`src/hdl/sle_pkg.sv`:
```
// Shared types, codes and key tables for the scancode line editor.
// No dependencies; imported by every module of the block.
package sle_pkg;

    localparam logic [7:0] SC_PREFIX    = 8'hE0;
    localparam logic [7:0] SC_RELEASE   = 8'h80;
    localparam logic [6:0] SC_KEY_MASK  = 7'h7F;
    localparam logic [6:0] SC_LSHIFT    = 7'h2A;
    localparam logic [6:0] SC_RSHIFT    = 7'h36;
    localparam logic [6:0] SC_CAPS      = 7'h3A;

    localparam logic [6:0] CH_NONE      = 7'h00;
    localparam logic [6:0] CH_BS        = 7'h08;
    localparam logic [6:0] CH_NL        = 7'h0A;
    localparam logic [6:0] CH_LOWER_A   = 7'h61;
    localparam logic [6:0] CH_LOWER_Z   = 7'h7A;
    localparam logic [6:0] CH_CASE_BIT  = 7'h20;

    localparam logic [5:0] CAP_MAX      = 6'd63;

    typedef enum logic [1:0] {
        KIND_ECHO     = 2'd0,
        KIND_LINE     = 2'd1,
        KIND_NO_LINE  = 2'd2,
        KIND_EMPTY    = 2'd3
    } kind_t;

    typedef enum logic [1:0] {
        CMD_CHAR      = 2'd0,
        CMD_NEWLINE   = 2'd1,
        CMD_BACKSPACE = 2'd2,
        CMD_READ      = 2'd3
    } cmd_op_t;

    typedef struct packed {
        cmd_op_t    op;
        logic [6:0] ch;
        logic [5:0] cap;
    } cmd_t;

    typedef enum logic [1:0] {
        B_IDLE  = 2'd0,
        B_FETCH = 2'd1,
        B_EMIT  = 2'd2
    } back_state_t;

    function automatic logic [6:0] key_map(input logic [6:0] code);
        logic [6:0] c;
        unique case (code)
            7'h01: c = 7'h1B;
            7'h02: c = 7'h31;
            7'h03: c = 7'h32;
            7'h04: c = 7'h33;
            7'h05: c = 7'h34;
            7'h06: c = 7'h35;
            7'h07: c = 7'h36;
            7'h08: c = 7'h37;
            7'h09: c = 7'h38;
            7'h0A: c = 7'h39;
            7'h0B: c = 7'h30;
            7'h0C: c = 7'h2D;
            7'h0D: c = 7'h3D;
            7'h0E: c = 7'h08;
            7'h0F: c = 7'h09;
            7'h10: c = 7'h71;
            7'h11: c = 7'h77;
            7'h12: c = 7'h65;
            7'h13: c = 7'h72;
            7'h14: c = 7'h74;
            7'h15: c = 7'h79;
            7'h16: c = 7'h75;
            7'h17: c = 7'h69;
            7'h18: c = 7'h6F;
            7'h19: c = 7'h70;
            7'h1A: c = 7'h5B;
            7'h1B: c = 7'h5D;
            7'h1C: c = 7'h0A;
            7'h1E: c = 7'h61;
            7'h1F: c = 7'h73;
            7'h20: c = 7'h64;
            7'h21: c = 7'h66;
            7'h22: c = 7'h67;
            7'h23: c = 7'h68;
            7'h24: c = 7'h6A;
            7'h25: c = 7'h6B;
            7'h26: c = 7'h6C;
            7'h27: c = 7'h3B;
            7'h28: c = 7'h27;
            7'h29: c = 7'h60;
            7'h2B: c = 7'h5C;
            7'h2C: c = 7'h7A;
            7'h2D: c = 7'h78;
            7'h2E: c = 7'h63;
            7'h2F: c = 7'h76;
            7'h30: c = 7'h62;
            7'h31: c = 7'h6E;
            7'h32: c = 7'h6D;
            7'h33: c = 7'h2C;
            7'h34: c = 7'h2E;
            7'h35: c = 7'h2F;
            7'h37: c = 7'h2A;
            7'h39: c = 7'h20;
            default: c = CH_NONE;
        endcase
        return c;
    endfunction

    function automatic logic [6:0] shift_map(input logic [6:0] ch);
        logic [6:0] c;
        unique case (ch)
            7'h31: c = 7'h21;
            7'h32: c = 7'h40;
            7'h33: c = 7'h23;
            7'h34: c = 7'h24;
            7'h35: c = 7'h25;
            7'h36: c = 7'h5E;
            7'h37: c = 7'h26;
            7'h38: c = 7'h2A;
            7'h39: c = 7'h28;
            7'h30: c = 7'h29;
            7'h2D: c = 7'h5F;
            7'h3D: c = 7'h2B;
            7'h5C: c = 7'h7C;
            7'h3B: c = 7'h3A;
            7'h27: c = 7'h22;
            7'h2C: c = 7'h3C;
            7'h2E: c = 7'h3E;
            7'h2F: c = 7'h3F;
            7'h60: c = 7'h7E;
            7'h5B: c = 7'h7B;
            7'h5D: c = 7'h7D;
            default: c = ch;
        endcase
        return c;
    endfunction

endpackage

```
`src/hdl/scancode_line_editor.sv`:
```
// Scancode line editor: set-1 scancodes build an ASCII line; read requests stream it out.
// Path: an echo passes through the command queue and the result register; a read's first
// byte also passes the B_FETCH state and the registered line-store read port.
// Throughput: one scancode per cycle through the 2-entry queue while the queue is not full;
// a read holds the back end off new commands while it fetches then emits each stored byte.
// Reset: rst_n asynchronous, clears flags, line length, ready flag and queue; store undefined.
module scancode_line_editor
#(
    parameter int LINE_BYTES = 64
)
(
    input  logic        clk,
    input  logic        rst_n,
    input  logic        s_tvalid,
    output logic        s_tready,
    input  logic [15:0] s_tdata,   // [7:0] scancode, [14:8] max_len, [15] zero
    input  logic [0:0]  s_tuser,   // [0] mode
    output logic        m_tvalid,
    input  logic        m_tready,
    output logic [15:0] m_tdata,   // [6:0] char_out, [12:7] line_count, [15:13] zero
    output logic [1:0]  m_tuser,   // [1:0] kind
    output logic        m_tlast
);
    import sle_pkg::*;

    logic       push;
    cmd_t       push_cmd;
    logic       q_full;
    logic       pop;
    logic       q_valid;
    cmd_t       q_cmd;
    logic [6:0] char_out;
    logic [5:0] line_count;

    sle_front u_front
    (
        .clk        (clk),
        .rst_n      (rst_n),
        .in_valid   (s_tvalid),
        .in_ready   (s_tready),
        .in_mode    (s_tuser[0]),
        .in_code    (s_tdata[7:0]),
        .in_max_len (s_tdata[14:8]),
        .q_full     (q_full),
        .push       (push),
        .push_cmd   (push_cmd)
    );

    sle_queue u_queue
    (
        .clk      (clk),
        .rst_n    (rst_n),
        .push     (push),
        .push_cmd (push_cmd),
        .full     (q_full),
        .pop      (pop),
        .q_valid  (q_valid),
        .q_cmd    (q_cmd)
    );

    sle_back #(.LINE_BYTES(LINE_BYTES)) u_back
    (
        .clk       (clk),
        .rst_n     (rst_n),
        .q_valid   (q_valid),
        .q_cmd     (q_cmd),
        .pop       (pop),
        .out_valid (m_tvalid),
        .out_ready (m_tready),
        .out_kind  (m_tuser),
        .out_char  (char_out),
        .out_last  (m_tlast),
        .out_count (line_count)
    );

    assign m_tdata = {3'b000, line_count, char_out};

endmodule

```
`src/hdl/sle_front.sv`:
```
// Front end: accepts items, tracks shift, caps lock and prefix flags, maps keys
// and issues line commands. Depends on sle_pkg.
module sle_front
(
    input  logic          clk,
    input  logic          rst_n,
    input  logic          in_valid,
    output logic          in_ready,
    input  logic          in_mode,
    input  logic [7:0]    in_code,
    input  logic [6:0]    in_max_len,
    input  logic          q_full,
    output logic          push,
    output sle_pkg::cmd_t push_cmd
);
    import sle_pkg::*;

    logic       shift_reg, shift_next;
    logic       caps_reg, caps_next;
    logic       prefix_reg, prefix_next;
    logic       accept;
    logic [6:0] key;
    logic [6:0] mapped;
    logic [6:0] ch;
    logic [6:0] cap7;

    assign in_ready = !q_full;
    assign accept   = in_valid && !q_full;
    assign key      = in_code[6:0] & SC_KEY_MASK;
    assign mapped   = key_map(key);
    assign cap7     = (in_max_len == 7'd0) ? 7'd0 : in_max_len - 7'd1;

    always_comb
    begin
        shift_next    = shift_reg;
        caps_next     = caps_reg;
        prefix_next   = prefix_reg;
        push          = 1'b0;
        push_cmd.op   = CMD_READ;
        push_cmd.ch   = CH_NONE;
        push_cmd.cap  = (cap7 > 7'(CAP_MAX)) ? CAP_MAX : cap7[5:0];
        ch            = mapped;
        if ((mapped >= CH_LOWER_A) && (mapped <= CH_LOWER_Z))
        begin
            if (caps_reg != shift_reg)
                ch = mapped & ~CH_CASE_BIT;
        end
        else if (shift_reg)
        begin
            ch = shift_map(mapped);
        end
        push_cmd.ch = ch;
        if (accept)
        begin
            if (in_mode)
            begin
                push = 1'b1;
            end
            else
            begin
                priority if (in_code == SC_PREFIX)
                begin
                    prefix_next = 1'b1;
                end
                else if ((in_code & SC_RELEASE) != 8'd0)
                begin
                    if ((key == SC_LSHIFT) || (key == SC_RSHIFT))
                        shift_next = 1'b0;
                    prefix_next = 1'b0;
                end
                else if ((key == SC_LSHIFT) || (key == SC_RSHIFT))
                begin
                    shift_next = 1'b1;
                end
                else if (key == SC_CAPS)
                begin
                    caps_next = !caps_reg;
                end
                else if (prefix_reg)
                begin
                    prefix_next = 1'b0;
                end
                else if (mapped != CH_NONE)
                begin
                    push = 1'b1;
                    priority if (ch == CH_BS)
                        push_cmd.op = CMD_BACKSPACE;
                    else if (ch == CH_NL)
                        push_cmd.op = CMD_NEWLINE;
                    else
                        push_cmd.op = CMD_CHAR;
                end
            end
        end
    end

    always_ff @(posedge clk or negedge rst_n)
    begin
        if (!rst_n)
        begin
            shift_reg  <= 1'b0;
            caps_reg   <= 1'b0;
            prefix_reg <= 1'b0;
        end
        else
        begin
            shift_reg  <= shift_next;
            caps_reg   <= caps_next;
            prefix_reg <= prefix_next;
        end
    end

endmodule

```
`src/hdl/sle_queue.sv`:
```
// Two-entry command queue between front and back end.
// Depends on sle_pkg.
module sle_queue
(
    input  logic          clk,
    input  logic          rst_n,
    input  logic          push,
    input  sle_pkg::cmd_t push_cmd,
    output logic          full,
    input  logic          pop,
    output logic          q_valid,
    output sle_pkg::cmd_t q_cmd
);
    import sle_pkg::*;

    cmd_t       entry_reg [2];
    logic       wr_ptr_reg, wr_ptr_next;
    logic       rd_ptr_reg, rd_ptr_next;
    logic [1:0] count_reg, count_next;
    logic       do_push;
    logic       do_pop;

    assign full    = (count_reg == 2'd2);
    assign q_valid = (count_reg != 2'd0);
    assign q_cmd   = entry_reg[rd_ptr_reg];
    assign do_push = push && !full;
    assign do_pop  = pop && q_valid;

    always_comb
    begin
        wr_ptr_next = do_push ? !wr_ptr_reg : wr_ptr_reg;
        rd_ptr_next = do_pop ? !rd_ptr_reg : rd_ptr_reg;
        count_next  = count_reg + 2'(do_push) - 2'(do_pop);
    end

    always_ff @(posedge clk or negedge rst_n)
    begin
        if (!rst_n)
        begin
            wr_ptr_reg <= 1'b0;
            rd_ptr_reg <= 1'b0;
            count_reg  <= 2'd0;
        end
        else
        begin
            wr_ptr_reg <= wr_ptr_next;
            rd_ptr_reg <= rd_ptr_next;
            count_reg  <= count_next;
        end
    end

    always_ff @(posedge clk)
    begin
        if (do_push)
            entry_reg[wr_ptr_reg] <= push_cmd;
    end

endmodule

```
`src/hdl/sle_back.sv`:
```
// Back end: owns the line store, length and ready flag, executes commands
// and drives the result register. Depends on sle_pkg.
module sle_back
#(
    parameter int LINE_BYTES = 64
)
(
    input  logic          clk,
    input  logic          rst_n,
    input  logic          q_valid,
    input  sle_pkg::cmd_t q_cmd,
    output logic          pop,
    output logic          out_valid,
    input  logic          out_ready,
    output logic [1:0]    out_kind,
    output logic [6:0]    out_char,
    output logic          out_last,
    output logic [5:0]    out_count
);
    import sle_pkg::*;

    localparam int         LW      = $clog2(LINE_BYTES);
    localparam int         DEPTH   = LINE_BYTES - 1;
    localparam logic [LW-1:0] FULL_LEN = LW'(LINE_BYTES - 1);

    logic [6:0]    mem [DEPTH];

    back_state_t   state_reg, state_next;
    logic [LW-1:0] len_reg, len_next;
    logic          ready_reg, ready_next;
    logic [LW-1:0] copy_reg, copy_next;
    logic [LW-1:0] idx_reg, idx_next;
    logic [6:0]    rd_data_reg;
    logic          valid_reg, valid_next;
    logic [1:0]    kind_reg, kind_next;
    logic [6:0]    char_reg, char_next;
    logic          last_reg, last_next;
    logic [5:0]    count_reg, count_next;
    logic          out_free;
    logic          load;
    logic          mem_we;
    logic [5:0]    len6;
    logic [5:0]    copy6;
    logic          is_last;

    assign out_free  = !valid_reg || out_ready;
    assign len6      = 6'(len_reg);
    assign copy6     = (len6 < q_cmd.cap) ? len6 : q_cmd.cap;
    assign is_last   = (LW'(idx_reg + 1'b1) == copy_reg);
    assign out_valid = valid_reg;
    assign out_kind  = kind_reg;
    assign out_char  = char_reg;
    assign out_last  = last_reg;
    assign out_count = count_reg;

    always_comb
    begin
        state_next = state_reg;
        len_next   = len_reg;
        ready_next = ready_reg;
        copy_next  = copy_reg;
        idx_next   = idx_reg;
        kind_next  = kind_reg;
        char_next  = char_reg;
        last_next  = last_reg;
        count_next = count_reg;
        load       = 1'b0;
        mem_we     = 1'b0;
        pop        = 1'b0;
        unique case (state_reg)
            B_IDLE:
            begin
                if (q_valid && out_free)
                begin
                    pop        = 1'b1;
                    kind_next  = KIND_ECHO;
                    char_next  = q_cmd.ch;
                    last_next  = 1'b1;
                    count_next = 6'd0;
                    unique case (q_cmd.op)
                        CMD_CHAR:
                        begin
                            if (len_reg != FULL_LEN)
                            begin
                                mem_we   = 1'b1;
                                len_next = len_reg + 1'b1;
                                load     = 1'b1;
                            end
                        end
                        CMD_NEWLINE:
                        begin
                            if (len_reg != FULL_LEN)
                            begin
                                mem_we   = 1'b1;
                                len_next = len_reg + 1'b1;
                            end
                            ready_next = 1'b1;
                            load       = 1'b1;
                        end
                        CMD_BACKSPACE:
                        begin
                            if (len_reg != '0)
                            begin
                                len_next  = len_reg - 1'b1;
                                char_next = CH_BS;
                                load      = 1'b1;
                            end
                        end
                        CMD_READ:
                        begin
                            char_next = CH_NONE;
                            if (!ready_reg)
                            begin
                                kind_next = KIND_NO_LINE;
                                load      = 1'b1;
                            end
                            else
                            begin
                                len_next   = '0;
                                ready_next = 1'b0;
                                if (copy6 == 6'd0)
                                begin
                                    kind_next = KIND_EMPTY;
                                    load      = 1'b1;
                                end
                                else
                                begin
                                    copy_next  = LW'(copy6);
                                    idx_next   = '0;
                                    state_next = B_FETCH;
                                end
                            end
                        end
                        default:
                        begin
                        end
                    endcase
                end
            end
            B_FETCH:
            begin
                state_next = B_EMIT;
            end
            B_EMIT:
            begin
                if (out_free)
                begin
                    load       = 1'b1;
                    kind_next  = KIND_LINE;
                    char_next  = rd_data_reg;
                    last_next  = is_last;
                    count_next = 6'(copy_reg);
                    if (is_last)
                    begin
                        state_next = B_IDLE;
                    end
                    else
                    begin
                        idx_next   = idx_reg + 1'b1;
                        state_next = B_FETCH;
                    end
                end
            end
            default:
            begin
                state_next = B_IDLE;
            end
        endcase
        valid_next = load ? 1'b1 : (out_ready ? 1'b0 : valid_reg);
    end

    always_ff @(posedge clk or negedge rst_n)
    begin
        if (!rst_n)
        begin
            state_reg <= B_IDLE;
            len_reg   <= '0;
            ready_reg <= 1'b0;
            valid_reg <= 1'b0;
        end
        else
        begin
            state_reg <= state_next;
            len_reg   <= len_next;
            ready_reg <= ready_next;
            valid_reg <= valid_next;
        end
    end

    always_ff @(posedge clk)
    begin
        copy_reg  <= copy_next;
        idx_reg   <= idx_next;
        kind_reg  <= kind_next;
        char_reg  <= char_next;
        last_reg  <= last_next;
        count_reg <= count_next;
    end

    always_ff @(posedge clk)
    begin
        if (mem_we)
            mem[len_reg] <= q_cmd.ch;
        if (state_reg == B_FETCH)
            rd_data_reg <= mem[idx_reg];
    end

endmodule

```
`config.mk`:
```
export PLATFORM = sky130hd
export DESIGN_NAME = scancode_line_editor
export DESIGN_NICKNAME = d
export VERILOG_FILES = /design/src/hdl/sle_pkg.sv /design/src/hdl/scancode_line_editor.sv /design/src/hdl/sle_front.sv /design/src/hdl/sle_queue.sv /design/src/hdl/sle_back.sv
export SDC_FILE = /design/constraint.sdc
export NUM_CORES = 1
export LEC_CHECK = 0
export ABC_AREA = 0
export BUFFER_PORTS_ARGS = -buffer_cell sky130_fd_sc_hd__buf_2
export CAP_MARGIN = 10
export CORE_MARGIN = 2
export CORE_UTILIZATION = 29
export DETAILED_ROUTE_END_ITERATION = 16
export PLACE_DENSITY_LB_ADDON = 0.12
export REMOVE_ABC_BUFFERS = 1
export SETUP_SLACK_MARGIN = 0.05
export SLEW_MARGIN = 10
export SYNTH_ARGS = -nofsm -noshare
export SYNTH_HDL_FRONTEND = slang
export SYNTH_SLANG_ARGS = --single-unit
```
`constraint.sdc`:
```
create_clock -name clk -period 7.8 [get_ports clk]
set_clock_uncertainty 0.2 [all_clocks]
set_input_delay 0.78 -clock clk [delete_from_list [all_inputs] [get_ports clk]]
set_output_delay 0.78 -clock clk [all_outputs]
set_load 0.02 [all_outputs]
```
# Word level (Yosys, flattened, before mapping)
# Memory sizes are Yosys's and may differ from the RTL's. A register that Yosys moved wholly into a read port is not among the register bits.
# Index checks and enable logic that the tools add are counted.
[word_totals]
output_inout_bits = 21
mem_count = 3
inputBits = 21
word_cells = 201
ff_bits = 45
rom_bits = 448
mem_bits_rw = 471
[mem_list]
columns = ["memory", "depth", "word_bits", "read_ports", "rd_clocked_by_memory_dff", "write_ports", "line_no", "text"]
rows = [
  ["(no name shown)", 64, 7, 1, 0, 0, "sle_pkg.sv:49", "unique case (code)"],
  ["u_back.mem", 63, 7, 1, 1, 1, "sle_back.sv:26", "logic [6:0] mem [DEPTH];"],
  ["u_queue.entry_reg", 2, 15, 1, 0, 1, "sle_queue.sv:16", "cmd_t entry_reg [2];"],
]
[classes]
bitwise = 5
n_mux = 88
reduce_logical = 32
n_lt_le_gt_ge = 4
add_sub_neg = 6
eq_ne = 47
[op_table]
columns = ["op", "n"]
rows = [
  ["$pmux 7 s21", 1],
  ["$eq 7x6->1 const B", 20],
  ["$mux 6", 14],
  ["$mux 7", 7],
  ["$mux 2", 19],
  ["$mux 1", 36],
  ["$eq 7x7->1 const B", 4],
  ["$pmux 7 s2", 2],
  ["$pmux 6 s2", 2],
  ["$pmux 6 s3", 1],
  ["$reduce_and 5->1", 3],
  ["$eq 7x4->1 const B", 2],
  ["$add 6x1->6 const B", 2],
  ["$ne 2x1->1 const B", 6],
  ["$eq 2x2->1 const B", 4],
  ["$eq 8x8->1 const B", 1],
  ["$reduce_and 4->1", 2],
  ["$reduce_bool 2->1", 4],
  ["$ge 7x7->1 const B", 1],
  ["$gt 7x6->1 const B", 1],
  ["$le 7x7->1 const B", 1],
  ["$logic_not 7->1", 1],
  ["$reduce_and 7->1", 1],
  ["$reduce_bool 7->1", 1],
  ["other kinds (25)", 46],
]

# Depth between registers and ports, before layout
# An unclocked memory read counts as a cell.
[logic_depth]
depth_word = 17
depth_mapped = 14
depth_no_buf = 13

# By module
# Synthesis repeated with hierarchy kept, for this count alone.
[unflattened]
cells_unflattened = 1346
area_unflattened_um2 = 22967.0
[modules_own_cells]
columns = ["mod", "area_per_inst_um2", "cells_per_inst", "instances"]
rows = [
  ["sle_back", 19404.9, 986, 1],
  ["sle_front", 2207.1, 291, 1],
  ["sle_queue", 1328.8, 65, 1],
  ["scancode_line_editor", 26.3, 4, 1],
]

# Least setup slack after synthesis
# No wires, ideal clock.
[synth_timing]
kind = "input-to-reg"
start = "input port s_tdata[0]"
end = "memory u_queue.entry_reg[0][0] in the netlist's numbering (enable)"
path_stages = 10
setup_slack_ns = 3.842
t_arrival_ns = 3.370
required_ns = 7.212
setup_ns = 0.388
n_path_buf = 1
cell_sequence = "buf_2 inv_1 ha_1 mux4_2 a21o_1 o22ai_1 or3_1 o21ai_0 a21oi_1 nor2b_1"
[synth_between]
elab_chain_cells = 14
word_cells_on_any_way = 19
cone_classes = "eq/ne (4); mux (11); reduce/logical (3); memory (1)"
[synth_rtl]
columns = ["element", "line_no", "text"]
rows = [
  ["from (decl)", "scancode_line_editor.sv:16", "input logic [15:0] s_tdata,"],
  ["$mem_v2 64x7", "n/a", ""],
  ["$mux 7", "sle_pkg.sv:49", ""],
  ["$reduce_bool 7->1", "sle_front.sv:83", "else if (mapped != CH_NONE)"],
  ["$mux 1", "sle_front.sv:83", ""],
  ["$mux 1", "sle_front.sv:79", "else if (prefix_reg)"],
  ["$mux 1", "sle_front.sv:75", "else if (key == SC_CAPS)"],
  ["$mux 1", "sle_front.sv:71", "else if ((key == SC_LSHIFT) || (key == SC_RSHIFT))"],
  ["$mux 1", "sle_front.sv:65", "else if ((in_code & SC_RELEASE) != 8'd0)"],
  ["$mux 1 (*)", "sle_front.sv:61", "priority if (in_code == SC_PREFIX)"],
  ["$mux 1 (*)", "sle_front.sv:55", "if (in_mode)"],
  ["$mux 1 (*)", "sle_front.sv:53", "if (accept)"],
  ["$logic_and 1x1->1 (*)", "sle_queue.sv:26", "assign do_push = push && !full;"],
  ["named net u_queue.do_push", "sle_queue.sv:20", "logic do_push;"],
  ["$mux 1 (*)", "sle_queue.sv:54", "if (do_push)"],
  ["$mux 1 (implied by the code) (*)", "sle_queue.sv:55", "entry_reg[wr_ptr_reg] <= push_cmd;"],
  ["to (decl)", "sle_queue.sv:16", ""],
]
# Mark *: on every way through the listed nets, which the timed path passes. The rest lies on a longest branch.

==> results.yml <==
run_status:
  outcome: "complete, no violations"
sta:
  hold_violations: 0
  grt_setup_unrepaired: "false"
  timing.fmax_mhz: 247.1
  drv_slew: 0
  setup-tns-final_ps: 0
  finalWorstSetupSlack_ps: 3753
  setup_viol: 0
  tightest_slew_ps: 1051
  slew_headroom_pct: 29.79
  fin_crit_sh_pct: 51.89
  fin_crit_ps: 4047
clocking:
  clock_latency_ps: 590
  cts.path.max_buffers: 3
  post-cts-setup-buffers: 0
  cts_resized: 0
  cts-root-buf: "clkbuf_16"
  h-tree-depth: 2
  cts.sinks: 523
  cts_tree: "yes"
  cts_buffers: 55
  clkTransAtPathRegs_ps: 60
critical_path:
  reg2reg_depth: 4
  worstPathArrival_ps: 4180
  cp-start-kind: "input pin"
  crit_path_end_kind: "flop"
  crit_type: "input pin to flop"
  critical_path_peak_fanout: 15
  worstPathRequired_ps: 7930
place:
  place_congestion: 0.7995
  io_buffers: 37
  place_area_mm2: 0.02397
  dp.cells: 2472
  dp_hpwl_um: 35490
  post-place-ws_ps: 3115
synth:
  yosys-top-cells-area: "edfxtp_1 (67%), mux4_2 (7.7%), mux2i_1 (4.8%), nor2_1 (2.6%), dfrtp_1 (1.9%)"
  yosysWarnings: 0
  synthesis.instances: 1457
  syn_avg_cell_area_um2: 15.59
  ys.flop_type: "edfxtp_1"
  synth_top_area_cell: "edfxtp_1"
  synth_enable_flop_cells: 506
  synth_area_mm2: 0.02271
  synth.distinct_cells: 73
  async_reset_ff_share_pct: 3.250
  synth_top_area_share_pct: 66.90
  synth_seq_area_share_pct: 68.77
  ys_ff_latch: 523
layout:
  seqCellArea_mm2: 0.01562
  drive_gt1_share_pct: 15.50
  nFillCells: 7528
  instances_no_fill: 2575
  design_area_mm2: 0.02583
  largest_register_ffs: 441
  multiInputGateArea_mm2: 0.006621
  diodes: 0
  fin_nets: 1538
  area_growth_pct: 13.74
routing:
  vias_per_cell: 4.847
  route.detailed.drc: 0
  vias: 12480
  ant_nets: 0
  routedWlPerCell_um: 22.69
  drt_wl_total_um: 58420
  dr.pass1.iters: 7
  drt_first_iter_violations: 983
die:
  die_w_um: 283.9
  die_h_um: 283.9
  initial_core_util_pct: 29.32
  fp-row-count: 102
  core_area_mm2: 0.07747
  ios: 42
  dieArea_mm2: 0.08057
worst_hold_path:
  hp-class: "flop to flop"
  min_path_cells: 1
grt:
  antenna_found_initial: 3
  grt_pass1_vias: 12490
  grt_usage_pct: 14.40
  grt_max_degree: 91
  grt_first_pass_wirelength_um: 85910
  grt_overflow: 0
pwr:
  p_total_mw: 8.680
  p_leak_nw: 8.493
  ir_drop_uv: 156.8
  power.density_mw_per_mm2: 336.0
flow_run:
  cap_violations: 0
==> Yosys cell counts, drive strengths merged, types with 3 or more instances <==
cell,count
a211oi,4
a21o,6
a21oi,52
a31oi,5
and2,14
buf,30
clkbuf,54
dfrtp,17
edfxtp,506
ha,26
inv,20
mux2,12
mux2i,108
mux4,78
nand2,83
nand2b,12
nand3,27
nand3b,4
nand4,5
nor2,155
nor2b,14
nor3,15
nor4,3
o211ai,9
o21ai,62
o21bai,4
o221ai,25
o22ai,24
o31ai,10
or2,6
or3,5
xnor2,15
xor2,10
==> metal layers <==
layer,part of all wire (%),global-route usage (%),vias up
met2,48,23.79,241
met5,0.022,0,-
li1,-,-,5753
met3,4.0,2.331,66
met1,46,19.79,6419
met4,1.7,3.505,2
==> final timing paths <==
check	start	endpoint	slack, ps
max in group asynchronous	rst_n	u_back.ready_reg	6540
min in group asynchronous	rst_n	u_front.prefix_reg	490
worst max register to register	u_queue.rd_ptr_reg	u_back.mem[46][6]	3820
worst min register to register	u_queue.wr_ptr_reg	u_queue.wr_ptr_reg	280
worst min-delay path	u_queue.wr_ptr_reg	u_queue.wr_ptr_reg	280
worst max-delay path	s_tdata[1]	u_queue.entry_reg[0][7]	3750
==> stage by stage <==
step / hold slack, ps / utilization [%]
finish: 282.5 / 33.35
global route: 283.6 / 33.35
CTS: 250.4 / 33.35
detailed placement: 270.7 / 30.94
global placement: 269.3 / 30.94
floorplan: 234.2 / -
==> worst max-delay path: stages <==
cell and delay, ps:
buf_2 300, inv_2 170, ha_1 410, or2_2 320, a21oi_1 120, o221ai_1 180, and2_1 400, or4_4 600
o2111ai_2 110, nor3b_2 90, nor2b_2 330, mux2_4 350
==> cells by family (layout without fill, tap and decap cells) <==
| family | Yosys count | count (layout) | synth area share (%) |
|---|---|---|---|
| flip-flops | 523 | 523 | 68.77 |
| AND/OR/NAND/NOR | 355 | 355 | 7.101 |
| AO/OA/AOI/OAI | 224 | 224 | 6.380 |
| multiplexers | 198 | 198 | 13.12 |
| buffers and inverters | 104 | 180 | 2.121 |
| adder cells (fa/ha/maj) | 27 | 27 | 1.520 |
| XOR/XNOR | 25 | 25 | 0.9641 |
| other | 1 | 3 | 0.01651 |
==> layout make-up <==
cell class / instances / share of cell area, %
well taps: 1040 / 5.037
clock buffers: 69 / 5.812
multi-input cells: 832 / 25.63
repair buffers: 58 / 1.385
inverters: 20 / 0.2906
flip-flops and latches: 523 / 60.47
clock inverters: 33 / 1.376
==> where the power goes <==
part	switching [mW]	leakage (nW)	internal (mW)
sequential	0.126	4.79	3.56
combinational	1.55	2.80	0.754
clock	1.07	0.901	1.62
==> placed cells by master, fill, tap and decap left out, drive strengths merged, types with 8 or more instances in the layout <==
cell type	count
xnor2	15
nor3	15
nor2b	14
edfxtp	506
dfrtp	17
xor2	10
clkinv	22
o21ai	62
mux4	78
mux2i	108
nand2b	12
nor2	155
and2	14
buf	57
nand2	83
o221ai	25
clkbuf	69
mux2	12
bufinv	8
inv	20
a21oi	52
o22ai	24
nand3	27
o31ai	10
o211ai	9
ha	26
==> timing repair <==
action | CTS | global route
setup endpoints to repair | 0 | 0
endpoints found under the hold margin | 17 | 0
hold buffers | 1 | 0
Note: power is estimated with default switching activity, not from simulation.
